==> config.mk <==
export PLATFORM = sky130hd
export DESIGN_NAME = alpha_blend_over
export DESIGN_NICKNAME = d
export VERILOG_FILES = /design/src/abo_pkg.sv /design/src/abo_div_lane.sv /design/src/alpha_blend_over.sv
export VERILOG_INCLUDE_DIRS = /design/src /design/src/src
export SDC_FILE = /design/constraint.sdc
export NUM_CORES = 2
export LEC_CHECK = 0
export ABC_AREA = 1
export BUFFER_PORTS_ARGS = -buffer_cell sky130_fd_sc_hd__buf_2
export CORE_MARGIN = 2
export CORE_UTILIZATION = 60
export CTS_BUF_LIST = sky130_fd_sc_hd__clkbuf_4
export DETAILED_ROUTE_END_ITERATION = 7
export PLACE_DENSITY = 0.76
export SLEW_MARGIN = 40
export SYNTH_ARGS = -nofsm -noshare
export SYNTH_HDL_FRONTEND = slang
export SYNTH_SLANG_ARGS = --single-unit
==> constraint.sdc <==
create_clock -name clk -period 5.8 [get_ports clk]
set_input_delay 1.16 -clock clk [delete_from_list [all_inputs] [get_ports clk]]
set_output_delay 1.16 -clock clk [all_outputs]
set_load 0.005 [all_outputs]
==> src/alpha_blend_over_assert.svh <==
// Assertion helpers for the compositing block.
// Each macro expects clk and rst_n in scope and is disabled while in reset.
`ifndef ALPHA_BLEND_OVER_ASSERT_SVH
`define ALPHA_BLEND_OVER_ASSERT_SVH

// Same-cycle implication
`define ABO_ASSERT_IMPL(lbl, ante, cons, msg) \
    lbl: assert property (@(posedge clk) disable iff (!rst_n) (ante) |-> (cons)) \
        else $error(msg);

// Next-cycle implication
`define ABO_ASSERT_NEXT(lbl, ante, cons, msg) \
    lbl: assert property (@(posedge clk) disable iff (!rst_n) (ante) |=> (cons)) \
        else $error(msg);

`endif

==> src/abo_pkg.sv <==
`timescale 1ns / 1ps
`default_nettype none

package abo_pkg;

    // Channel geometry
    localparam int CH_W = 8;
    localparam int NCH  = 3;
    localparam logic [CH_W-1:0] CH_MAX = 8'd255;

    // Weights, numerators and denominator of the general blend
    localparam int W_W   = 16;
    localparam int NUM_W = 24;
    localparam int DEN_W = 16;

    // Restoring divider: quotient width and bits resolved per stage
    localparam int Q_W        = 8;
    localparam int DIV_BPS    = 2;
    localparam int DIV_STAGES = Q_W / DIV_BPS;

    // floor(x / 255) for any 16-bit x is (x * 0x8081) >> 23
    localparam int PROD_W      = 32;
    localparam logic [DEN_W-1:0] RECIP_255 = 16'h8081;
    localparam int RECIP_SHIFT = 23;

    typedef struct packed {
        logic [CH_W-1:0] dst_red;
        logic [CH_W-1:0] dst_green;
        logic [CH_W-1:0] dst_blue;
        logic [CH_W-1:0] dst_alpha;
        logic [CH_W-1:0] src_red;
        logic [CH_W-1:0] src_green;
        logic [CH_W-1:0] src_blue;
        logic [CH_W-1:0] src_alpha;
    } pixel_in_t;

    typedef struct packed {
        logic [CH_W-1:0] out_red;
        logic [CH_W-1:0] out_green;
        logic [CH_W-1:0] out_blue;
        logic [CH_W-1:0] out_alpha;
    } pixel_out_t;

    // Data that rides beside the arithmetic
    typedef struct packed {
        logic            bypass;
        pixel_out_t      pass;
        logic [CH_W-1:0] mix_alpha;
    } side_t;

endpackage

`default_nettype wire

==> src/abo_div_lane.sv <==
`timescale 1ns / 1ps
`default_nettype none

// Pipelined restoring divider, DIV_BPS quotient bits per register stage.
// The quotient is known to fit in Q_W bits (num < den << Q_W).
module abo_div_lane import abo_pkg::*;
(
    input  logic             clk,
    input  logic [NUM_W-1:0] num,
    input  logic [DEN_W-1:0] den,
    output logic [Q_W-1:0]   quot
);

    logic [NUM_W-1:0] rem_reg [DIV_STAGES-1];
    logic [DEN_W-1:0] den_reg [DIV_STAGES-1];
    logic [Q_W-1:0]   q_reg   [DIV_STAGES];

    for (genvar s = 0; s < DIV_STAGES; s++) begin : g_stage
        logic [NUM_W-1:0] rem_in;
        logic [DEN_W-1:0] den_in;
        logic [Q_W-1:0]   q_in;
        logic [NUM_W-1:0] rem_next;
        logic [Q_W-1:0]   q_next;

        // Pick up the previous stage, or the operands at the head
        if (s == 0) begin : g_head
            assign rem_in = num;
            assign den_in = den;
            assign q_in   = '0;
        end
        else begin : g_body
            assign rem_in = rem_reg[s-1];
            assign den_in = den_reg[s-1];
            assign q_in   = q_reg[s-1];
        end

        // Resolve this stage's quotient bits, most significant first
        always_comb
        begin : c_step
            logic [NUM_W-1:0] trial;
            rem_next = rem_in;
            q_next   = q_in;
            for (int j = 0; j < DIV_BPS; j++)
            begin
                trial = NUM_W'(den_in) << (Q_W - 1 - s * DIV_BPS - j);
                if (rem_next >= trial)
                begin
                    rem_next = rem_next - trial;
                    q_next[Q_W - 1 - s * DIV_BPS - j] = 1'b1;
                end
            end
        end

        // Advance the quotient every cycle
        always_ff @(posedge clk)
        begin
            q_reg[s] <= q_next;
        end

        // Hold remainder and divisor for the stages still to come
        if (s < DIV_STAGES - 1) begin : g_carry
            always_ff @(posedge clk)
            begin
                rem_reg[s] <= rem_next;
                den_reg[s] <= den_in;
            end
        end
    end

    assign quot = q_reg[DIV_STAGES-1];

endmodule

`default_nettype wire

==> src/alpha_blend_over.sv <==
`timescale 1ns / 1ps
`default_nettype none

// Source-over-destination compositing of straight-alpha 8-bit RGBA pixels.
// Raise start with a pixel pair on pixel; busy never rises, so a pixel is
// taken on every clock that start is high. The blended pixel appears on
// result for exactly one cycle, marked by done, and must be captured at the
// edge that ends that cycle: there is no way to hold it. Sustained rate is
// one pixel per clock. The pixel passes through eight register stages, the
// first loaded at the edge that takes the pixel: three arithmetic stages
// (weights, weighted products, numerator sums with the alpha reciprocal
// multiply), a four-stage restoring divider resolving two quotient bits per
// stage for each colour lane, and the output register.
module alpha_blend_over import abo_pkg::*;
(
    input  logic       clk,
    input  logic       rst_n,
    input  logic       start,
    input  pixel_in_t  pixel,
    output logic       busy,
    output logic       done,
    output pixel_out_t result
);

    `include "alpha_blend_over_assert.svh"

    localparam int PIPE_LAT = 4 + DIV_STAGES;

    logic                accept;
    logic [PIPE_LAT-1:0] vld_reg;
    logic [PIPE_LAT-1:0] vld_next;

    // Stage 1: weights and bypass decision
    logic [W_W-1:0]   wsrc_reg, wsrc_next;
    logic [W_W-1:0]   wdst_reg, wdst_next;
    logic [CH_W-1:0]  sc_reg [NCH];
    logic [CH_W-1:0]  dc_reg [NCH];
    logic [CH_W-1:0]  sc_next [NCH];
    logic [CH_W-1:0]  dc_next [NCH];
    side_t            side1_reg, side1_next;

    // Stage 2: denominator and weighted products
    logic [DEN_W-1:0] den2_reg, den2_next;
    logic [NUM_W-1:0] prod_s_reg [NCH];
    logic [NUM_W-1:0] prod_d_reg [NCH];
    logic [NUM_W-1:0] prod_s_next [NCH];
    logic [NUM_W-1:0] prod_d_next [NCH];
    side_t            side2_reg;

    // Stage 3: numerators and blended alpha
    logic [DEN_W-1:0]  den3_reg;
    logic [NUM_W-1:0]  num3_reg [NCH];
    logic [NUM_W-1:0]  num3_next [NCH];
    logic [PROD_W-1:0] alpha_prod;
    side_t             side3_reg, side3_next;

    // Divider stages and output
    side_t            side_dly_reg [DIV_STAGES];
    logic [Q_W-1:0]   quot [NCH];
    pixel_out_t       result_reg, result_next;

    assign busy   = 1'b0;
    assign accept = start & ~busy;

    // Valid bits travel with the beat
    assign vld_next = {vld_reg[PIPE_LAT-2:0], accept};

    always_ff @(posedge clk or negedge rst_n)
    begin
        if (!rst_n)
        begin
            vld_reg <= '0;
        end
        else
        begin
            vld_reg <= vld_next;
        end
    end

    // Stage 1: source weight sa*255, destination weight (255-sa)*da
    always_comb
    begin
        wsrc_next = (W_W'(pixel.src_alpha) << CH_W) - W_W'(pixel.src_alpha);
        wdst_next = W_W'(CH_MAX - pixel.src_alpha) * W_W'(pixel.dst_alpha);
        sc_next[0] = pixel.src_red;
        sc_next[1] = pixel.src_green;
        sc_next[2] = pixel.src_blue;
        dc_next[0] = pixel.dst_red;
        dc_next[1] = pixel.dst_green;
        dc_next[2] = pixel.dst_blue;

        side1_next.bypass = (pixel.src_alpha == '0) || (pixel.dst_alpha == '0) ||
                            (pixel.src_alpha == CH_MAX);
        side1_next.mix_alpha = '0;
        if (pixel.src_alpha == '0)
        begin
            side1_next.pass.out_red   = pixel.dst_red;
            side1_next.pass.out_green = pixel.dst_green;
            side1_next.pass.out_blue  = pixel.dst_blue;
            side1_next.pass.out_alpha = pixel.dst_alpha;
        end
        else
        begin
            side1_next.pass.out_red   = pixel.src_red;
            side1_next.pass.out_green = pixel.src_green;
            side1_next.pass.out_blue  = pixel.src_blue;
            side1_next.pass.out_alpha = pixel.src_alpha;
        end
    end

    // Stage 2: sum the weights, weight each channel
    always_comb
    begin
        den2_next = wsrc_reg + wdst_reg;
        for (int c = 0; c < NCH; c++)
        begin
            prod_s_next[c] = NUM_W'(wsrc_reg) * NUM_W'(sc_reg[c]);
            prod_d_next[c] = NUM_W'(wdst_reg) * NUM_W'(dc_reg[c]);
        end
    end

    // Stage 3: numerators, alpha as floor(den / 255)
    always_comb
    begin
        for (int c = 0; c < NCH; c++)
        begin
            num3_next[c] = prod_s_reg[c] + prod_d_reg[c];
        end
        alpha_prod = PROD_W'(den2_reg) * PROD_W'(RECIP_255);
        side3_next = side2_reg;
        side3_next.mix_alpha = CH_W'(alpha_prod >> RECIP_SHIFT);
    end

    // Arithmetic pipeline registers
    always_ff @(posedge clk)
    begin
        wsrc_reg  <= wsrc_next;
        wdst_reg  <= wdst_next;
        sc_reg    <= sc_next;
        dc_reg    <= dc_next;
        side1_reg <= side1_next;

        den2_reg   <= den2_next;
        prod_s_reg <= prod_s_next;
        prod_d_reg <= prod_d_next;
        side2_reg  <= side1_reg;

        den3_reg  <= den2_reg;
        num3_reg  <= num3_next;
        side3_reg <= side3_next;
    end

    // One divider lane per colour channel
    for (genvar c = 0; c < NCH; c++) begin : g_lane
        abo_div_lane u_div
        (
            .clk  (clk),
            .num  (num3_reg[c]),
            .den  (den3_reg),
            .quot (quot[c])
        );
    end

    // Delay the side data alongside the divider
    always_ff @(posedge clk)
    begin
        side_dly_reg[0] <= side3_reg;
        for (int s = 1; s < DIV_STAGES; s++)
        begin
            side_dly_reg[s] <= side_dly_reg[s-1];
        end
    end

    // Output: pass a pixel through or take the blend
    always_comb
    begin
        if (side_dly_reg[DIV_STAGES-1].bypass)
        begin
            result_next = side_dly_reg[DIV_STAGES-1].pass;
        end
        else
        begin
            result_next.out_red   = quot[0];
            result_next.out_green = quot[1];
            result_next.out_blue  = quot[2];
            result_next.out_alpha = side_dly_reg[DIV_STAGES-1].mix_alpha;
        end
    end

    always_ff @(posedge clk)
    begin
        result_reg <= result_next;
    end

    assign result = result_reg;
    assign done   = vld_reg[PIPE_LAT-1];

    // Every done beat stems from a pixel that was taken at the head of the pipeline
    `ABO_ASSERT_IMPL(a_done_has_beat, done, $past(start && !busy, PIPE_LAT), "done without beat")

    // Over never makes a pixel more transparent than either input
    `ABO_ASSERT_IMPL(a_alpha_covers, done,
        (result.out_alpha >= $past(pixel.src_alpha, PIPE_LAT)) &&
        (result.out_alpha >= $past(pixel.dst_alpha, PIPE_LAT)), "alpha below inputs")

    // A transparent source leaves the destination untouched
    `ABO_ASSERT_IMPL(a_clear_src_passes, done && ($past(pixel.src_alpha, PIPE_LAT) == '0),
        (result.out_red == $past(pixel.dst_red, PIPE_LAT)) &&
        (result.out_green == $past(pixel.dst_green, PIPE_LAT)) &&
        (result.out_blue == $past(pixel.dst_blue, PIPE_LAT)) &&
        (result.out_alpha == $past(pixel.dst_alpha, PIPE_LAT)), "destination not passed")

endmodule

`default_nettype wire
==> results.txt <==
----------------------------------------------------
[Outcome]
  Status ... complete, no violations

[Logic synthesis]
  Warning count from the yosys run ... 0
  Share of async-settable or async-resettable flops after synthesis ... 0.831%
  Total of flip-flops plus latches after synthesis ... 963
  Synthesized area per cell ... 7.39 um2
  Dominant synthesized flop cell ... sky130_fd_sc_hd__dfxtp_1
  Most numerous cell types in the synthesized netlist ... sky130_fd_sc_hd__nand2_1, sky130_fd_sc_hd__inv_1, sky130_fd_sc_hd__dfxtp_1
  Synthesized instance count ... 10700
  Count of flip-flops with a built-in enable after synthesis ... 0
  Share of Yosys cell area claimed by the top area cell type ... 24.3%
  Synthesized Nets ... 12100
  Cell variety after synth ... 63
  Area of the mapped netlist ... 78700 um2
  Most frequent cell after synthesis ... sky130_fd_sc_hd__nand2_1
  Synth area leaders ... sky130_fd_sc_hd__dfxtp_1, sky130_fd_sc_hd__fa_1, sky130_fd_sc_hd__nand2_1
  Sequential area share after synthesis ... 24.5%
  Largest area contributor in the netlist ... sky130_fd_sc_hd__dfxtp_1

[Worst setup path]
  Crit Reg-Reg Startpoint ... wdst_reg[2]
  Cell with the largest stage delay on the worst path ... sky130_fd_sc_hd__dfxtp_1
  Arrival time worst endpoint ... 6.42 ns
  End point of the critical path ... prod_d_reg[19]
  Worst Setup Path Type ... reg2reg
  Launch point of the worst path ... wdst_reg[2]
  Instance count on the critical path ... 19
  Series of cell instances along the critical path ... buf_4, nand2_1, fa_1, fa_1, inv_1, fa_1, inv_1, fa_1, inv_1, ha_1, nand2_1, o21ai_0, nor2_1, o21ai_0, a21boi_0, o21ai_0, nand2_1, nand2_1, xor2_1
  Worst path top cell family by delay ... adder cells
  Worst reg2reg setup slack ... 0.52 ns
  Stage delay of the slowest cell on the critical path ... 0.69 ns
  Critical path buffers and inverters ... 4
  Peak fanout along the critical path ... 15
  Worst reg2reg path depth ... 19
  Reg-to-reg endpoint ... prod_d_reg[19]
  Worst EP required ... 6.94 ns
  CP endpoint kind ... flop
  Worst Setup Start Kind ... flop

[Timing]
  Final slew viol count ... 0
  Post-layout worst setup margin ... 0.519 ns
  Worst max-slew margin expressed relative to the limit ... 40.0%
  Final-report setup violation count ... 0
  RSZ-0062 raised after global routing ... false
  Share of the clock period used by the worst path after layout ... 91.1%
  Setup clock skew after layout ... 0.0965 ns
  Min Clock Period, post-route ... 5.28 ns
  Transition time at the pin with the least slew margin ... 0.898 ns
  Fmax achieved ... 0.189 GHz
  Final hold viol count ... 0
  Total Neg Setup Slack ... 0 ns

[Global routing]
  Largest net degree at the start of global routing ... 34
  Met1 Use GR ... 40.3%
  Global routing usage summed across all routing layers ... 34.2%
  Initial antenna violation count ... 17
  Met3 Use GR ... 5.82%
  Vias in the first global route ... 68900
  Global route total overflow ... 0
  Wire length of the first global-routing pass ... 362000 um
  Met2 track demand over resource in global routing ... 57.4%
  Global-route layer with the greatest usage ... met2

[Route]
  Count of routing violations after the opening detailed-route iteration ... 5289
  Number of nets with antenna violations after detailed routing ... 0
  First-pass iteration count of the detailed router ... 6
  Mean routed wirelength per cell ... 17.9 um
  Post-route DRC ... 0
  Wirelength, routed ... 230000 um
  Number of vias in the routed layout ... 69200
  Via-per-instance ratio ... 5.39

[Die]
  Area of the core region ... 130000 um2
  Starting Density ... 60.6%
  Area of the die ... 134000 um2
  Placement Rows ... 132
  I/O Pins ... 101
  Chip width ... 366 um
  Die Ht ... 366 um

[Place]
  Half-perimeter wire length of the detailed placement result ... 189000 um
  IO Port Bufs ... 99
  Pre-CTS WS ... 0.478 ns
  Placed cell area ... 81300 um2
  Routability congestion estimate from global placement ... 0.999

[Clock tree]
  Clock root buffer ... sky130_fd_sc_hd__clkbuf_4
  Clock tree from TritonCTS ... built
  Max Root-Sink Buffers ... 3
  H-tree lvl count ... 4
  Clock-pin slew reported for the worst setup and hold paths after clock tree synthesis ... 0.06 ns
  Clock tree sinks ... 963
  Clk_lat worst skew ... 1.29 ns
  Number of buffers added by the clock tree synthesis step ... 237

[Finish]
  Share of layout cells above drive strength 1 ... 6.69%
  Total number of nets in the final design ... 12400
  Number of flip-flops under the largest register name ... 216
  Fin area ... 84900 um2
  Area Overhead vs Synth ... 7.91%

[Worst hold path]
  Path type of the worst min-delay path ... in2reg

[Flow run]
  Reported max-cap violation count ... 0

----------------------------------------------------
-- timing repair --
action | CTS | global route
gates resized for setup | 0 | 0
hold buffers | 37 | 0
setup buffers | 0 | 0
hold endpoints to repair | 44 | 0
-- metal layers --
metal / wire length (um) / vias up
li1: - / 34000
met3: 16400 / 700
met2: 107000 / 2605
met5: 48 / -
met4: 17100 / 8
met1: 89800 / 31900
-- worst min path at each step --
| stage | from | endpoint | slack (ns) | cells after the start |
|---|---|---|---|---|
| 3_5_place_dp | side1_reg[15] | side2_reg[15] | 0.31 | 0 |
| 4_1_cts | pixel[15] | sc_reg[7] | 0.003 | 1 |
| 6_report | pixel[15] | sc_reg[7] | 0.10 | 1 |
| 3_3_place_gp | side3_reg[28] | side_dly_reg[0][28] | 0.31 | 0 |
| 2_1_floorplan | g_lane[0].u_div.q_reg[0][6] | g_lane[0].u_div.q_reg[1][6] | 0.31 | 0 |
| 5_1_grt | pixel[15] | sc_reg[7] | 0.04 | 1 |
-- worst register-to-register path: stages (launching register included) --
cell and delay, ns:
sky130_fd_sc_hd__dfxtp_1 0.69, sky130_fd_sc_hd__buf_4 0.34, sky130_fd_sc_hd__nand2_1 0.12, sky130_fd_sc_hd__fa_1 0.52, sky130_fd_sc_hd__fa_1 0.52, sky130_fd_sc_hd__inv_1 0.06
sky130_fd_sc_hd__fa_1 0.48, sky130_fd_sc_hd__inv_1 0.05, sky130_fd_sc_hd__fa_1 0.47, sky130_fd_sc_hd__inv_1 0.04, sky130_fd_sc_hd__ha_1 0.33, sky130_fd_sc_hd__nand2_1 0.11
sky130_fd_sc_hd__o21ai_0 0.28, sky130_fd_sc_hd__nor2_1 0.11, sky130_fd_sc_hd__o21ai_0 0.26, sky130_fd_sc_hd__a21boi_0 0.18, sky130_fd_sc_hd__o21ai_0 0.35, sky130_fd_sc_hd__nand2_1 0.09
sky130_fd_sc_hd__nand2_1 0.08, sky130_fd_sc_hd__xor2_1 0.13
-- logic make-up after synthesis --
family,count (synthesis),share of synthesized area [%]
compound gates,1310,8.98
xor+xnor,487,5.42
fa+ha+maj,1402,27.7
buf+inv,2171,10.5
flops,963,24.5
mux,32,0.458
other cells,1,0.00476
simple gates,4286,22.4
-- through the flow --
stage          hold slack, ns  utilization, %  instances
6_report                0.101            65.4      12800
5_1_grt                0.0422            65.4      12800
4_1_cts               0.00278            65.4      12800
3_5_place_dp            0.312            62.6      12400
3_3_place_gp            0.310            62.6      12400
2_1_floorplan           0.310               -      10700
-- cell type report --
cell class | count | area (um2)
fillers | 11500 | 44900
clock buffers | 322 | 2420
diodes | 11 | 27.5
multi-input cells | 7518 | 51100
inverters | 1920 | 7210
repair buffers | 261 | 1830
well taps | 1742 | 2180
flip-flops and latches | 963 | 19300
clock inverters | 94 | 832
-- cells in the final DEF, fill, tap and decap left out, drive strengths merged, types with 3 or more instances in the layout --
cell	count
o21bai	48
nor4	28
dfxtp	955
a21o	35
xor2	305
or2	19
inv	1929
nor2	559
nor3	81
mux2	32
clkinv	76
and2	4
nand3	385
nand3b	22
buf	224
bufinv	9
o221ai	5
o21a	16
o31ai	11
diode	11
a211oi	8
dfrtp	8
nand2	3035
nand4	146
a31oi	19
fa	566
a21boi	20
a221oi	3
o21ai	484
xnor2	182
a21oi	632
o2111ai	6
o211ai	18
dlygate4sd3	37
ha	836
clkbuf	322
Power is left out: the tool's default activity adds up to more than one toggle a clock period on the data nets, which glitch-free logic cannot reach.
